<file path="config.mk">
export PLATFORM = sky130hd
export DESIGN_NAME = base64_stream_codec
export DESIGN_NICKNAME = d
export VERILOG_FILES = /design/src/sv/b64sc_pkg.sv /design/src/sv/base64_stream_codec.sv /design/src/sv/b64sc_front.sv /design/src/sv/b64sc_queue.sv /design/src/sv/b64sc_back.sv
export SDC_FILE = /design/constraint.sdc
export NUM_CORES = 1
export LEC_CHECK = 0
export ABC_AREA = 1
export BUFFER_PORTS_ARGS = -buffer_cell sky130_fd_sc_hd__buf_2
export CAP_MARGIN = 15
export CORE_UTILIZATION = 49
export DETAILED_ROUTE_END_ITERATION = 12
export PLACE_DENSITY = 0.77
export SLEW_MARGIN = 20
export SYNTH_ARGS = -nofsm -noshare
export SYNTH_HDL_FRONTEND = slang
export SYNTH_HIERARCHICAL = 1
export SYNTH_SLANG_ARGS = --single-unit
</file>
<file path="constraint.sdc">
create_clock -name i_clk -period 5.6 [get_ports i_clk]
set_input_delay 0.28 -clock i_clk [delete_from_list [all_inputs] [get_ports i_clk]]
set_output_delay 0.28 -clock i_clk [all_outputs]
set_load 0.02 [all_outputs]
</file>
<file path="src/sv/b64sc_pkg.sv">
`timescale 1ns / 1ps
`default_nettype none

package b64sc_pkg;

    // Kinds of group command passed from the front to the back
    typedef enum logic [1:0] {
        KIND_ENC = 2'd0,
        KIND_DEC = 2'd1,
        KIND_ERR = 2'd2
    } t_kind;

    // Result status codes
    localparam logic [1:0] ST_OK       = 2'd0;
    localparam logic [1:0] ST_BAD_CHAR = 2'd1;
    localparam logic [1:0] ST_BAD_LEN  = 2'd2;

    localparam logic [7:0] CHAR_PAD = 8'h3D;

    // One completed group, with everything the back needs to emit its results
    typedef struct packed {
        t_kind       kind;
        logic [23:0] bits;
        logic [2:0]  cnt;    // results in this command, 1 to 4
        logic [2:0]  nreal;  // encode: characters before padding starts
        logic        last;
        logic [1:0]  status;
    } t_cmd;

    // Map a sextet to its alphabet character
    function automatic logic [7:0] sextet_to_char(input logic [5:0] v);
        logic [7:0] v8;
        v8 = {2'b00, v};
        if (v < 6'd26) begin
            return 8'h41 + v8;
        end else if (v < 6'd52) begin
            return 8'h61 + v8 - 8'd26;
        end else if (v < 6'd62) begin
            return 8'h30 + v8 - 8'd52;
        end else if (v == 6'd62) begin
            return 8'h2B;
        end
        return 8'h2F;
    endfunction

    // Map a character to {not_in_alphabet, sextet}
    function automatic logic [6:0] char_to_sextet(input logic [7:0] c);
        if (c >= 8'h41 && c <= 8'h5A) begin
            return {1'b0, 6'(c - 8'h41)};
        end else if (c >= 8'h61 && c <= 8'h7A) begin
            return {1'b0, 6'(c - 8'h61 + 8'd26)};
        end else if (c >= 8'h30 && c <= 8'h39) begin
            return {1'b0, 6'(c - 8'h30 + 8'd52)};
        end else if (c == 8'h2B) begin
            return {1'b0, 6'd62};
        end else if (c == 8'h2F) begin
            return {1'b0, 6'd63};
        end
        return {1'b1, 6'd0};
    endfunction

endpackage

`default_nettype wire

</file>
<file path="src/sv/base64_stream_codec.sv">
`timescale 1ns / 1ps
`default_nettype none

// Channel   Direction  Handshake              Payload
// input     in         push / full            i_in_byte, i_in_last
// result    out        empty / pop            o_out_byte, o_out_last, o_status
// config    in         i_cfg_valid / o_cfg_ready  i_cfg_data (direction)
//
// One input item is taken per cycle while the command queue has room; results
// leave the output register at one per cycle while the result side pops, so
// encoding gives four results per three bytes and decoding three or fewer per
// four characters. Each command goes via the queue into the output register.
// Reset is synchronous and clears group state, the queue and the output.
// A stalled result side fills the queue, after which full rises.

module base64_stream_codec #(
    parameter int QUEUE_DEPTH = 2
) (
    input  wire logic        i_clk,
    input  wire logic        i_rst_n,
    input  wire logic        push,
    output logic             full,
    input  wire logic [7:0]  i_in_byte,
    input  wire logic        i_in_last,
    output logic             empty,
    input  wire logic        pop,
    output logic [7:0]       o_out_byte,
    output logic             o_out_last,
    output logic [1:0]       o_status,
    input  wire logic        i_cfg_valid,
    output logic             o_cfg_ready,
    input  wire logic        i_cfg_data
);

    b64sc_pkg::t_cmd cmd_in, cmd_out;
    logic            cmd_push, cmd_pop, q_full, q_empty;
    logic            accept, out_valid, cfg_we;

    assign accept      = push && !q_full;
    assign full        = q_full;
    assign o_cfg_ready = 1'b1;
    assign cfg_we      = i_cfg_valid;
    assign empty       = !out_valid;

    b64sc_front u_front (
        .i_clk      (i_clk),
        .i_rst_n    (i_rst_n),
        .i_cfg_we   (cfg_we),
        .i_cfg_dir  (i_cfg_data),
        .i_accept   (accept),
        .i_in_byte  (i_in_byte),
        .i_in_last  (i_in_last),
        .o_cmd      (cmd_in),
        .o_cmd_push (cmd_push)
    );

    b64sc_queue #(
        .DEPTH (QUEUE_DEPTH)
    ) u_queue (
        .i_clk   (i_clk),
        .i_rst_n (i_rst_n),
        .i_push  (cmd_push),
        .i_data  (cmd_in),
        .i_pop   (cmd_pop),
        .o_data  (cmd_out),
        .o_full  (q_full),
        .o_empty (q_empty)
    );

    b64sc_back u_back (
        .i_clk       (i_clk),
        .i_rst_n     (i_rst_n),
        .i_cmd       (cmd_out),
        .i_cmd_empty (q_empty),
        .o_cmd_pop   (cmd_pop),
        .i_pop       (pop),
        .o_valid     (out_valid),
        .o_out_byte  (o_out_byte),
        .o_out_last  (o_out_last),
        .o_status    (o_status)
    );

endmodule

`default_nettype wire

</file>
<file path="src/sv/b64sc_front.sv">
`timescale 1ns / 1ps
`default_nettype none

module b64sc_front (
    input  wire logic           i_clk,
    input  wire logic           i_rst_n,
    input  wire logic           i_cfg_we,
    input  wire logic           i_cfg_dir,
    input  wire logic           i_accept,
    input  wire logic [7:0]     i_in_byte,
    input  wire logic           i_in_last,
    output b64sc_pkg::t_cmd     o_cmd,
    output logic                o_cmd_push
);

    logic        r_dir;
    logic [23:0] r_bits, n_bits;
    logic [1:0]  r_pos, n_pos;
    logic        r_prev_pad, n_prev_pad;
    logic        r_bad, n_bad;

    logic [2:0]  held;
    logic [6:0]  dec;
    logic        is_pad;
    logic        bad_now;
    logic [5:0]  sext;

    // Classify the incoming character
    always_comb begin
        dec     = b64sc_pkg::char_to_sextet(i_in_byte);
        is_pad  = (i_in_byte == b64sc_pkg::CHAR_PAD);
        bad_now = dec[6] && !is_pad;
        sext    = is_pad ? 6'd0 : dec[5:0];
        held    = {1'b0, r_pos} + 3'd1;
    end

    // Assemble the group and issue a command when it completes
    always_comb begin
        n_bits     = r_bits;
        n_pos      = r_pos;
        n_prev_pad = r_prev_pad;
        n_bad      = r_bad;
        o_cmd_push = 1'b0;
        o_cmd      = '0;
        if (i_accept) begin
            if (!r_dir) begin
                o_cmd.kind = b64sc_pkg::KIND_ENC;
                o_cmd.bits = r_bits;
                case (r_pos)
                    2'd0:    o_cmd.bits[23:16] = i_in_byte;
                    2'd1:    o_cmd.bits[15:8]  = i_in_byte;
                    default: o_cmd.bits[7:0]   = i_in_byte;
                endcase
                o_cmd.cnt    = 3'd4;
                o_cmd.nreal  = held + 3'd1;
                o_cmd.last   = i_in_last;
                o_cmd.status = b64sc_pkg::ST_OK;
                if (held == 3'd3 || i_in_last) begin
                    o_cmd_push = 1'b1;
                    n_bits     = '0;
                    n_pos      = '0;
                end else begin
                    n_bits = o_cmd.bits;
                    n_pos  = held[1:0];
                end
            end else begin
                o_cmd.bits  = {r_bits[17:0], sext};
                o_cmd.nreal = 3'd0;
                o_cmd.last  = i_in_last;
                if (held != 3'd4) begin
                    if (i_in_last) begin
                        // Message ended inside a group
                        o_cmd_push   = 1'b1;
                        o_cmd.kind   = b64sc_pkg::KIND_ERR;
                        o_cmd.bits   = '0;
                        o_cmd.cnt    = 3'd1;
                        o_cmd.status = b64sc_pkg::ST_BAD_LEN;
                        n_bits       = '0;
                        n_pos        = '0;
                        n_prev_pad   = 1'b0;
                        n_bad        = 1'b0;
                    end else begin
                        n_bits     = o_cmd.bits;
                        n_pos      = held[1:0];
                        n_prev_pad = is_pad;
                        n_bad      = r_bad || bad_now;
                    end
                end else begin
                    o_cmd_push   = 1'b1;
                    o_cmd.kind   = b64sc_pkg::KIND_DEC;
                    o_cmd.cnt    = i_in_last
                                 ? 3'd3 - {2'b00, is_pad} - {2'b00, r_prev_pad}
                                 : 3'd3;
                    o_cmd.status = (r_bad || bad_now) ? b64sc_pkg::ST_BAD_CHAR
                                                      : b64sc_pkg::ST_OK;
                    n_bits       = '0;
                    n_pos        = '0;
                    n_prev_pad   = 1'b0;
                    n_bad        = 1'b0;
                end
            end
        end
    end

    // Hold direction and group state; a direction write clears the group
    always_ff @(posedge i_clk) begin
        if (!i_rst_n) begin
            r_dir      <= 1'b0;
            r_bits     <= '0;
            r_pos      <= '0;
            r_prev_pad <= 1'b0;
            r_bad      <= 1'b0;
        end else if (i_cfg_we) begin
            r_dir      <= i_cfg_dir;
            r_bits     <= '0;
            r_pos      <= '0;
            r_prev_pad <= 1'b0;
            r_bad      <= 1'b0;
        end else begin
            r_bits     <= n_bits;
            r_pos      <= n_pos;
            r_prev_pad <= n_prev_pad;
            r_bad      <= n_bad;
        end
    end

    // An encode group never holds more than two bytes between items
    assert property (@(posedge i_clk) disable iff (!i_rst_n)
        !r_dir |-> r_pos != 2'd3)
        else $error("encode group position out of range");

endmodule

`default_nettype wire

</file>
<file path="src/sv/b64sc_queue.sv">
`timescale 1ns / 1ps
`default_nettype none

module b64sc_queue #(
    parameter int DEPTH = 2
) (
    input  wire logic            i_clk,
    input  wire logic            i_rst_n,
    input  wire logic            i_push,
    input  wire b64sc_pkg::t_cmd i_data,
    input  wire logic            i_pop,
    output b64sc_pkg::t_cmd      o_data,
    output logic                 o_full,
    output logic                 o_empty
);

    localparam int PW = (DEPTH > 1) ? $clog2(DEPTH) : 1;
    localparam int CW = $clog2(DEPTH + 1);
    localparam logic [PW-1:0] LAST_PTR = PW'(DEPTH - 1);
    localparam logic [CW-1:0] FULL_CNT = CW'(DEPTH);

    b64sc_pkg::t_cmd r_mem [DEPTH];
    logic [PW-1:0]   r_wr, r_rd;
    logic [CW-1:0]   r_cnt;

    assign o_full  = (r_cnt == FULL_CNT);
    assign o_empty = (r_cnt == '0);
    assign o_data  = r_mem[r_rd];

    // Store pushed commands
    always_ff @(posedge i_clk) begin
        if (i_push) begin
            r_mem[r_wr] <= i_data;
        end
    end

    // Advance pointers and count
    always_ff @(posedge i_clk) begin
        if (!i_rst_n) begin
            r_wr  <= '0;
            r_rd  <= '0;
            r_cnt <= '0;
        end else begin
            if (i_push) begin
                r_wr <= (r_wr == LAST_PTR) ? '0 : r_wr + PW'(1);
            end
            if (i_pop) begin
                r_rd <= (r_rd == LAST_PTR) ? '0 : r_rd + PW'(1);
            end
            case ({i_push, i_pop})
                2'b10:   r_cnt <= r_cnt + CW'(1);
                2'b01:   r_cnt <= r_cnt - CW'(1);
                default: r_cnt <= r_cnt;
            endcase
        end
    end

    assert property (@(posedge i_clk) disable iff (!i_rst_n)
        !(i_push && o_full))
        else $error("command pushed into full queue");

    assert property (@(posedge i_clk) disable iff (!i_rst_n)
        !(i_pop && o_empty))
        else $error("command popped from empty queue");

endmodule

`default_nettype wire

</file>
<file path="src/sv/b64sc_back.sv">
`timescale 1ns / 1ps
`default_nettype none

module b64sc_back (
    input  wire logic            i_clk,
    input  wire logic            i_rst_n,
    input  wire b64sc_pkg::t_cmd i_cmd,
    input  wire logic            i_cmd_empty,
    output logic                 o_cmd_pop,
    input  wire logic            i_pop,
    output logic                 o_valid,
    output logic [7:0]           o_out_byte,
    output logic                 o_out_last,
    output logic [1:0]           o_status
);

    logic [1:0] r_idx;
    logic       r_valid;
    logic [7:0] r_byte, n_byte;
    logic       r_last;
    logic [1:0] r_status;
    logic       take;
    logic       at_end;
    logic [5:0] sext;
    logic [7:0] dbyte;

    assign take      = !i_cmd_empty && (!r_valid || i_pop);
    assign at_end    = ({1'b0, r_idx} == i_cmd.cnt - 3'd1);
    assign o_cmd_pop = take && at_end;

    // Pick the sextet and byte at the current index
    always_comb begin
        case (r_idx)
            2'd0:    sext = i_cmd.bits[23:18];
            2'd1:    sext = i_cmd.bits[17:12];
            2'd2:    sext = i_cmd.bits[11:6];
            default: sext = i_cmd.bits[5:0];
        endcase
        case (r_idx)
            2'd0:    dbyte = i_cmd.bits[23:16];
            2'd1:    dbyte = i_cmd.bits[15:8];
            default: dbyte = i_cmd.bits[7:0];
        endcase
    end

    // Form the result for the current index
    always_comb begin
        unique case (i_cmd.kind)
            b64sc_pkg::KIND_ENC:
                n_byte = ({1'b0, r_idx} >= i_cmd.nreal) ? b64sc_pkg::CHAR_PAD
                                                        : b64sc_pkg::sextet_to_char(sext);
            b64sc_pkg::KIND_DEC: n_byte = dbyte;
            default:             n_byte = 8'd0;
        endcase
    end

    // Advance the index and load the output register
    always_ff @(posedge i_clk) begin
        if (!i_rst_n) begin
            r_idx   <= '0;
            r_valid <= 1'b0;
        end else begin
            if (take) begin
                r_valid <= 1'b1;
                r_idx   <= at_end ? 2'd0 : r_idx + 2'd1;
            end else if (i_pop) begin
                r_valid <= 1'b0;
            end
        end
    end

    always_ff @(posedge i_clk) begin
        if (take) begin
            r_byte   <= n_byte;
            r_last   <= i_cmd.last && at_end;
            r_status <= i_cmd.status;
        end
    end

    assign o_valid    = r_valid;
    assign o_out_byte = r_byte;
    assign o_out_last = r_last;
    assign o_status   = r_status;

    // A length error is always a lone, final result
    assert property (@(posedge i_clk) disable iff (!i_rst_n)
        (r_valid && r_status == b64sc_pkg::ST_BAD_LEN) |-> (r_last && r_byte == 8'd0))
        else $error("length error result malformed");

    // The index never runs past the command's result count
    assert property (@(posedge i_clk) disable iff (!i_rst_n)
        !i_cmd_empty |-> ({1'b0, r_idx} < i_cmd.cnt))
        else $error("result index beyond command count");

endmodule

`default_nettype wire
</file>
==> impl.org, run 1 <==
** Status
- The flow ran to the end, and the final reports show no timing, DRC or antenna violations.

** Place
- In this run the cell area measured after placement is 7180 um^2.
- Count of input and output buffers :: 27
- After legalization and detailed placement, the total HPWL measured between 10,000 and 15,000 um.
- At the end of routability-driven placement, the weighted congestion stood at 0.933.

** Finish
- Compared with the post-synthesis result, the final layout area differs by 10.8%.
- Nets@finish :: 837
- The library cells used most frequently in the layout, excluding fill and tap cells, are sky130_fd_sc_hd__nand2_1, sky130_fd_sc_hd__nor2_1, sky130_fd_sc_hd__edfxtp_1, sky130_fd_sc_hd__inv_1, sky130_fd_sc_hd__nand3_1.
- Final Core Density :: 0.559
- Leaving out fill and tap cells, the most frequent cell in the layout is sky130_fd_sc_hd__nand2_1.
- Diode insertion count for antenna repair :: 0
- After routing the design area is 7790 um^2.
- Fraction of layout instances using a drive strength above 1 :: 0.189

** Drt
- Remaining number of nets flagged by the antenna check after routing :: 0
- Mean number of vias per cell :: between 5 and 6
- Routed WL per cell :: between 15 and 20 um
- Final routed DRC violation total :: 0
- Total wire length :: 15,400 um
- The routed layout has 5,436 vias.
- The detailed router finished its first iteration with 527 violations.
- Before antenna repair, the detailed router went through 5 iterations.

** Timing
- Hold Fails Final Rpt :: 0
- Fin Hold WS :: 0.0686 ns
- Summed negative setup slack over all endpoints :: 0 ns
- Max-slew violation count :: 0
- Relative slew slack :: 0.427
- For the pin with the worst max-slew slack, the measured transition is between 0.8 and 0.9 ns.
- The clock arrives with 0.00608 ns of skew.
- Of the available clock period, the critical path in the final layout requires 0.544.
- Number of endpoints failing setup at the final stage :: 0
- Peak Freq :: 0.328 GHz
- RSZ-0062 raised after global routing :: no
- Min cycle time layout :: 3.05 ns

** CTS
- In this run the deepest clock path goes through 2 buffers.
- Post-CTS timing repair inserted 0 buffers for setup.
- Clock tree from TritonCTS :: done
- The number of gates resized after CTS was 0.
- Buffers inserted during clock tree synthesis total 17.
- The tree is rooted in a sky130_fd_sc_hd__clkbuf_16.
- For this design, the CTS-stage hold fixing added 0 buffers.
- Number of sinks on the clock net :: 118
- Clock edge transition at the registers on the reported setup and hold paths :: 0.06 ns
- Number of levels the H-tree was split into :: 4
- Clock latency on the worst-skew pair, taken at its later pin, is 0.42 ns.

** Critical path
- Arrival @ worst endpoint :: 3.21 ns
- Worst r2r path cells :: 13
- Critical path class :: register to register
- The worst register-to-register path has a setup slack of 2.55 ns.
- FF-to-FF End :: u_back/o_out_byte[5]
- STA classifies the critical path startpoint as a register.
- In this run the worst path has a maximum fanout of 18.
- Crit path capture type :: register
- Required time of the critical path :: just under 6 ns

** Global routing
- Initial antenna violation count :: 0
- The number of global-route vias before repair came to 5,051.
- GRT busiest layer :: met2
- Across every metal layer, demand over resource in global routing totals 0.225.
- Maximum number of pins on one net before global-route repair :: 36
- In the global route stage, met2 resource usage came out at 0.360.
- Global routing finished with a remaining overflow of 0.
- For met1 alone, demand over resource in global routing was 0.297.
- The first global-routing pass estimated about 26,000 um of wire.
- Met3 Resource Use GR :: 0.0506

** Floorplan
- The initial utilization of the core area, before any placement, comes to 0.504.
- IO Count :: 29
- The floorplan has 43 rows.
- Measured along the x axis, the die boundary spans 122 um.
- The die is 122 um tall.
- Die area :: 14,800 um^2
- Core area :: 13,900 um^2

** Synthesis
- Async set-reset flop share out of synthesis :: 0
- The most used flip-flop cell after synthesis is sky130_fd_sc_hd__edfxtp_1.
- Count of flip-flops with a built-in enable after synthesis :: slightly above 80
- In this run, distinct cell masters in the synthesized netlist total 49.
- Synthesis inferred 118 register bits.
- Of the synthesized area, sequential elements account for 0.451.
- Number of warning messages in the yosys log :: 6
- Netlist Area Pre-Place :: 7030 um^2
- Synthesis handed over a netlist of between 700 and 800 instances.
- In this run the mean area of a mapped cell was a little over 9 um^2.
- Mapped Nets :: 816

** Min path
- For hold timing, the worst endpoint is u_front/r_dir.
- Hold path start :: i_cfg_valid
- Along the worst hold path, the cell count comes to 2.
- In this run the worst hold path is classified as primary input to register.

** Power
- Across the VDD grid, the largest voltage drop is 0.251 mV.
- The analysis attributes to cell leakage a power of 3.20 nW.
- Power density of the placed cells :: ~350 nW/um^2
- Overall Power :: roughly 2.7 mW

** Job
- The tool flagged a number of max-cap violations equal to 0.
==> cell usage after synthesis (2+ instances only) <==
library cell               number  area share
sky130_fd_sc_hd__nand4_1        8      0.0071
sky130_fd_sc_hd__mux2_2         5      0.0080
sky130_fd_sc_hd__o21ai_4        2      0.0046
sky130_fd_sc_hd__buf_6          8       0.013
sky130_fd_sc_hd__nor2_2        10      0.0089
sky130_fd_sc_hd__a21oi_1       35       0.025
sky130_fd_sc_hd__dfxtp_1       37        0.11
sky130_fd_sc_hd__xor2_1         9       0.011
sky130_fd_sc_hd__buf_4          4      0.0043
sky130_fd_sc_hd__inv_2          7      0.0037
sky130_fd_sc_hd__a21oi_2        5      0.0062
sky130_fd_sc_hd__o21ai_0       32       0.023
sky130_fd_sc_hd__mux2_4        30       0.064
sky130_fd_sc_hd__ha_1          26       0.046
sky130_fd_sc_hd__a31oi_1        5      0.0044
sky130_fd_sc_hd__nand3_2        3      0.0043
sky130_fd_sc_hd__o21ai_2        5      0.0062
sky130_fd_sc_hd__o21bai_1       2      0.0021
sky130_fd_sc_hd__o211ai_1      10       0.011
sky130_fd_sc_hd__o22ai_1        2      0.0018
sky130_fd_sc_hd__a221oi_1      12       0.015
sky130_fd_sc_hd__xnor2_1        3      0.0037
sky130_fd_sc_hd__buf_2          9      0.0064
sky130_fd_sc_hd__nor3_1         2      0.0014
sky130_fd_sc_hd__inv_4          3      0.0027
sky130_fd_sc_hd__edfxtp_1      81        0.35
sky130_fd_sc_hd__a211oi_1       3      0.0032
sky130_fd_sc_hd__a32o_1         4      0.0057
sky130_fd_sc_hd__nand3_1       47       0.033
sky130_fd_sc_hd__nor2_1        90       0.048
sky130_fd_sc_hd__inv_1         72       0.038
sky130_fd_sc_hd__nand2_1      164       0.088
sky130_fd_sc_hd__o21ai_1        5      0.0036
sky130_fd_sc_hd__nor2_4         5      0.0080
sky130_fd_sc_hd__nand2_4        2      0.0032
sky130_fd_sc_hd__nand2_2       10      0.0089
sky130_fd_sc_hd__buf_12         3      0.0085
sky130_fd_sc_hd__clkbuf_1       4      0.0021
==> metrics by stage <==
| step | setup slack [ns] | instances |
|---|---|---|
| 6_report | 2.55 | 989 |
| 2_1_floorplan | 2.47 | 775 |
| 3_3_place_gp | 2.67 | 957 |
| 3_5_place_dp | 2.61 | 957 |
| 5_1_grt | 2.29 | 989 |
| 4_1_cts | 2.57 | 989 |
==> cells by family (layout without fill, tap and decap cells) <==
group | count (synthesis) | in the layout | synth area share
other cells | 1 | 1 | 0.000533
buf+inv | 113 | 147 | 0.0815
compound gates | 126 | 126 | 0.117
fa+ha+maj | 26 | 26 | 0.0463
flops | 118 | 118 | 0.451
simple gates | 344 | 344 | 0.216
mux | 35 | 35 | 0.0721
xor+xnor | 12 | 12 | 0.0150
==> sequential cells by signal, indices dropped and copies added, names as in the netlist, 2 cells and up, named ones only <==
name               count
u_back/o_status        2
u_back/o_out_byte      8
u_queue/r_mem         70
u_front/r_pos          2
u_front/r_bits        24
u_queue/r_cnt          2
u_back/r_idx           2
==> critical path: stages, from the launching register on <==
cell and delay (ns):
sky130_fd_sc_hd__dfxtp_2 0.69, sky130_fd_sc_hd__buf_4 0.43, sky130_fd_sc_hd__mux2_2 0.39, sky130_fd_sc_hd__nand2_1 0.06, sky130_fd_sc_hd__nand2_1 0.06, sky130_fd_sc_hd__nor2_2 0.13
sky130_fd_sc_hd__nor2_4 0.08, sky130_fd_sc_hd__ha_1 0.24, sky130_fd_sc_hd__inv_1 0.16, sky130_fd_sc_hd__o21ai_0 0.12, sky130_fd_sc_hd__nand4_1 0.09, sky130_fd_sc_hd__nand3_1 0.10
sky130_fd_sc_hd__o21ai_0 0.18, sky130_fd_sc_hd__nand2_1 0.07
==> report_power, final <==
group,internal (mW),switching (mW),leakage (nW)
sequential,0.992,0.0250,1.07
clock,0.742,0.397,0.296
combinational,0.183,0.351,1.83
total,1.92,0.773,3.20
==> layer usage <==
| metal | wire, um | vias up |
|---|---|---|
| li1 | - | 2677 |
| met1 | 6900 | 2539 |
| met2 | 7400 | 196 |
| met3 | 861 | 24 |
| met4 | 259 | 0 |
| met5 | 0 | - |
==> how the worst max path moves through the flow <==
stage | start | endpoint | slack (ns) | cells after the start
2_1_floorplan | u_queue/r_cnt[0] | u_queue/r_mem[0][0] | 2.47 | 8
3_3_place_gp | register | u_back/o_out_byte[3] | 2.67 | 15
3_5_place_dp | register | u_back/o_out_byte[0] | 2.61 | 15
4_1_cts | register | u_queue/r_cnt[1] | 2.57 | 13
5_1_grt | register | u_back/o_out_byte[2] | 2.29 | 15
6_report | register | u_back/o_out_byte[5] | 2.55 | 13
==> layout make-up <==
type	count	area [um^2]
clock buffer	19	433
clock inverter	13	180
fill	1189	6140
inverter	84	328
multi-input combinational	544	3290
sequential	118	3170
tap	180	225
timing repair buffer	31	165
Power figures use the tool's default switching activity.
==> run 2, diff against run 1 <==
Settings changed: ABC_AREA 1 to 0, PLACE_DENSITY 0.77 to 0.79.
Clock period 5.6 ns to 2.5 ns, I/O delays scaled along.
==> run 2 against run 1 <==
  * The run now ends with negative setup slack left
  * Wire length is 10% higher
  * Area after synthesis decreased by 5.0%
  * Setup slack got worse by 2.8 ns
  * Synthesized cell count fell by 20%
  * Final cell count is 9.6% lower
  * Sequential power rose by 120%
  * Combinational power grew to 2.5 times the previous value
  * Flip-flop and latch count is the same
  * Highest routed layer unchanged
==> impl.org, run 2 <==
** Status
- Result of the run :: complete, but fails checks
- The checks that failed: negative setup slack.

** Synthesis
- Counting flops with a built-in enable in the synthesized netlist gives 81.
- Synthesis inferred between 100 and 150 register bits.
- A synthesized cell averages 10.8 um^2.
- The Yosys step of the flow raised 6 warnings.
- By area, the combinational part of the netlist is dominated by compound AO/OA/AOI/OAI gates.
- The share of synthesized area in the top cell type comes to 0.364.
- In the synthesized netlist the dominant register cell turns out to be sky130_fd_sc_hd__edfxtp_1.
- For this run, the register share of the synthesized area comes to 0.475.
- Syn Inst Count :: 617
- Of the total synthesized cell area, the portion taken by AND, OR, NAND and NOR gates is 0.123.
- Mapped Nets :: 658
- Share of cell area taken by muxes after synthesis :: 0.105
- By area the synthesized netlist is led by sky130_fd_sc_hd__edfxtp_1, sky130_fd_sc_hd__dfxtp_1, sky130_fd_sc_hd__mux2_2, sky130_fd_sc_hd__ha_1, sky130_fd_sc_hd__mux2i_1.
- Count of cell types in the netlist :: 76
- Most common library cells after synthesis :: sky130_fd_sc_hd__edfxtp_1, sky130_fd_sc_hd__nand2_1, sky130_fd_sc_hd__nor2_1, sky130_fd_sc_hd__dfxtp_1, sky130_fd_sc_hd__mux2_2
- Area leader, netlist :: sky130_fd_sc_hd__edfxtp_1
- Async set-reset flop share out of synthesis :: 0
- Netlist Area Pre-Place :: 6680 um^2
- Complex-gate fraction of the synthesized area :: 0.182
- Of the total synthesized cell area, the portion taken by XOR and XNOR cells is 0.0170.
- In the post-synthesis netlist, the cell with the most instances is sky130_fd_sc_hd__edfxtp_1.
- Adder-cell share of the synthesized area :: 0.0487

** Critical path
- Critical path class :: register to register
- Of all nets on the critical path, the largest fanout is 8.
- Crit path capture type :: register
- Startpoint type of the worst setup path :: register
- Data on the critical path arrives at its endpoint at 2.87 ns.
- Required time of the critical path :: 2.66 ns

** CTS
- TritonCTS built the clock tree.
- The tree built by TritonCTS fans out to 118 sinks.
- Total CTS buffers :: 17
- In this run the number of H-tree levels came out at 4.
- Clock edge transition at the registers on the reported setup and hold paths :: 0.06 ns
- Deepest clock path buffer count :: 2
- Clock Root Buffer :: sky130_fd_sc_hd__clkbuf_16
- Clk_lat worst skew :: 0.42 ns

** Drt
- Final routed DRC violation total :: 0
- After detailed routing, the number of vias per cell comes to 6.13.
- Total number of vias :: 5,477
- Total wire length :: 17,000 um
- After the first detailed-routing iteration, the DRC count stood at 502.
- The detail route stage leaves a number of antenna-violating nets equal to 0.
- For this run, the detailed router's first-pass iteration total came to 5.
- Dividing the detail-routed wire length by the instance count gives 19.0 um.

** Job
- The tool flagged a number of max-cap violations equal to 0.

** Floorplan
- Core area :: 13,300 um^2
- Overall die height :: 119 um
- In this run the core area contains 42 standard-cell rows.
- X dimension of the die :: ~120 um
- For this configuration, the core starts out at a cell density of 0.502.
- IO Count :: 29
- The die covers 14,100 um^2.

** Finish
- The library cell used most frequently in the layout, excluding fill and tap cells, is sky130_fd_sc_hd__edfxtp_1.
- Leading cell types in the layout, fill and taps excluded :: sky130_fd_sc_hd__edfxtp_1, sky130_fd_sc_hd__buf_4, sky130_fd_sc_hd__nand2_1, sky130_fd_sc_hd__nor2_1, sky130_fd_sc_hd__dfxtp_1
- Area growth from synthesis to final layout :: 24.6%
- The net count of the finished layout is around 750.
- Diode insertion count for antenna repair :: 0
- Largest Register :: u_queue/r_mem
- Number of flip-flops in the largest register :: 70
- Summing all multi-input logic gate instances after layout gives ~3300 um^2.
- Of the cells placed in the final design, the portion with a size suffix greater than 1 is 0.327.
- Summing all flip-flop and latch instances after layout gives ~3200 um^2.
- Final Instance Area :: 8330 um^2
- Number of filler instances in the final layout :: between 900 and 1k

** Timing
- RSZ-0062 raised after global routing :: yes
- Relative slew slack :: 0.281
- The final count of hold timing violations was 0.
- Across all setup checks in the final design, the least slack found is -0.203 ns.
- Portion of the clock cycle consumed by the worst path in the final layout :: 1.08
- Min cycle time layout :: between 2 and 3 ns
- Worst-Margin Slew :: 1.08 ns
- Peak Freq :: between 0.3 and 0.4 GHz
- The max-slew violation total from the final report came to 0.
- Clk_skew :: about 0.0083 ns
- In the final timing run, aggregate negative setup slack is -0.635 ns.
- Setup violations remaining at the end of the flow were counted as 5.

** Global routing
- The first global-routing pass estimated between 20,000 and 30,000 um of wire.
- Initial antenna violation count :: 0
- The number of global-route vias before repair came to 5,333.
- The total overflow left after global routing is 0.
- Across every metal layer, demand over resource in global routing totals 0.248.
- Maximum number of pins on one net before global-route repair :: 36

** Place
- Once detailed placement completed, the half-perimeter wirelength came to 11,700 um.
- Post-Place Setup Slack :: -0.148 ns
- Routability congestion estimate from global placement :: 0.935
- The placed instances occupy a cell area of 7480 um^2.
- Input and output buffers added on the ports amount to 27.

** Power
- Power density of the placed cells :: between 700 and 800 nW/um^2
- Across the VDD grid, the largest voltage drop is 0.496 mV.
- Power comes to roughly 5.9 mW.
- For this design the static power due to leakage is 3.23 nW.

** Min path
- The path class of the tightest hold or removal check is primary input to register.
-- run 2: timing repair --
action                                  in CTS  in global routing
pin swaps                                   11                  7
hold endpoints to repair                     1                  0
buffers inserted                             8                  3
endpoints found under the setup margin       9                 10
resized for setup                           17                 18
hold buffers                                 1                  0
-- run 2: through the flow --
stage                     cells  utilization  hold slack [ns]
after floorplan             617            -            0.243
after global placement      850        0.563            0.384
after detailed placement    850        0.563            0.393
after CTS                   891        0.618          0.00266
after global routing        894        0.626           0.0283
final                       894        0.626           0.0122
-- run 2: path summary, 6_finish.rpt --
path / from / endpoint / slack (ns) / depth (start not counted)
worst min-delay path: i_cfg_valid / u_front/r_dir / 0.01 / 3
worst max-delay path: register / u_back/o_out_byte[3] / -0.20 / 10
worst min register to register: u_front/r_bits[23] / u_front/r_bits[23] / 0.52 / 2
worst max register to register: register / u_back/o_out_byte[3] / -0.20 / 10
-- run 2: cell families after synthesis --
family / count (synthesis)
adder cells (fa/ha/maj): 26
flip-flops: 118
other: 1
XOR/XNOR: 13
AO/OA/AOI/OAI: 155
buffers and inverters: 73
multiplexers: 65
AND/OR/NAND/NOR: 166
-- run 2: critical path, stage by stage (launching register included) --
cell and delay [ns]:
sky130_fd_sc_hd__dfxtp_4 0.37, sky130_fd_sc_hd__buf_12 0.12, sky130_fd_sc_hd__buf_4 0.11, sky130_fd_sc_hd__mux2_2 0.35
sky130_fd_sc_hd__a222oi_1 0.34, sky130_fd_sc_hd__buf_4 0.19, sky130_fd_sc_hd__a21oi_2 0.13, sky130_fd_sc_hd__a41oi_4 0.33
sky130_fd_sc_hd__nand2_2 0.11, sky130_fd_sc_hd__and3_4 0.18, sky130_fd_sc_hd__o31a_1 0.22
-- run 2: where the power goes --
group          switching, mW  internal [mW]  total [mW]
registers             0.0363           2.19        2.22
logic                  0.746          0.614        1.36
clock network          0.860           1.48        2.34
-- run 2: routing by layer --
layer / up-vias / part of all wire / track usage / wire length [um]
met1: 2618 / 0.41 / 0.300 / 7010
met5: - / 0 / 0 / 0
met4: 0 / 0.039 / 0.130 / 664
li1: 2502 / - / - / -
met2: 287 / 0.49 / 0.421 / 8400
met3: 70 / 0.054 / 0.0444 / 910
-- run 2: area by class of cell --
cell class / count / area share
multi-input cells: 426 / 0.402
flip-flops and latches: 118 / 0.382
repair buffers: 112 / 0.105
clock buffers: 23 / 0.0631
well taps: 176 / 0.0264
inverters: 30 / 0.0141
clock inverters: 9 / 0.00706
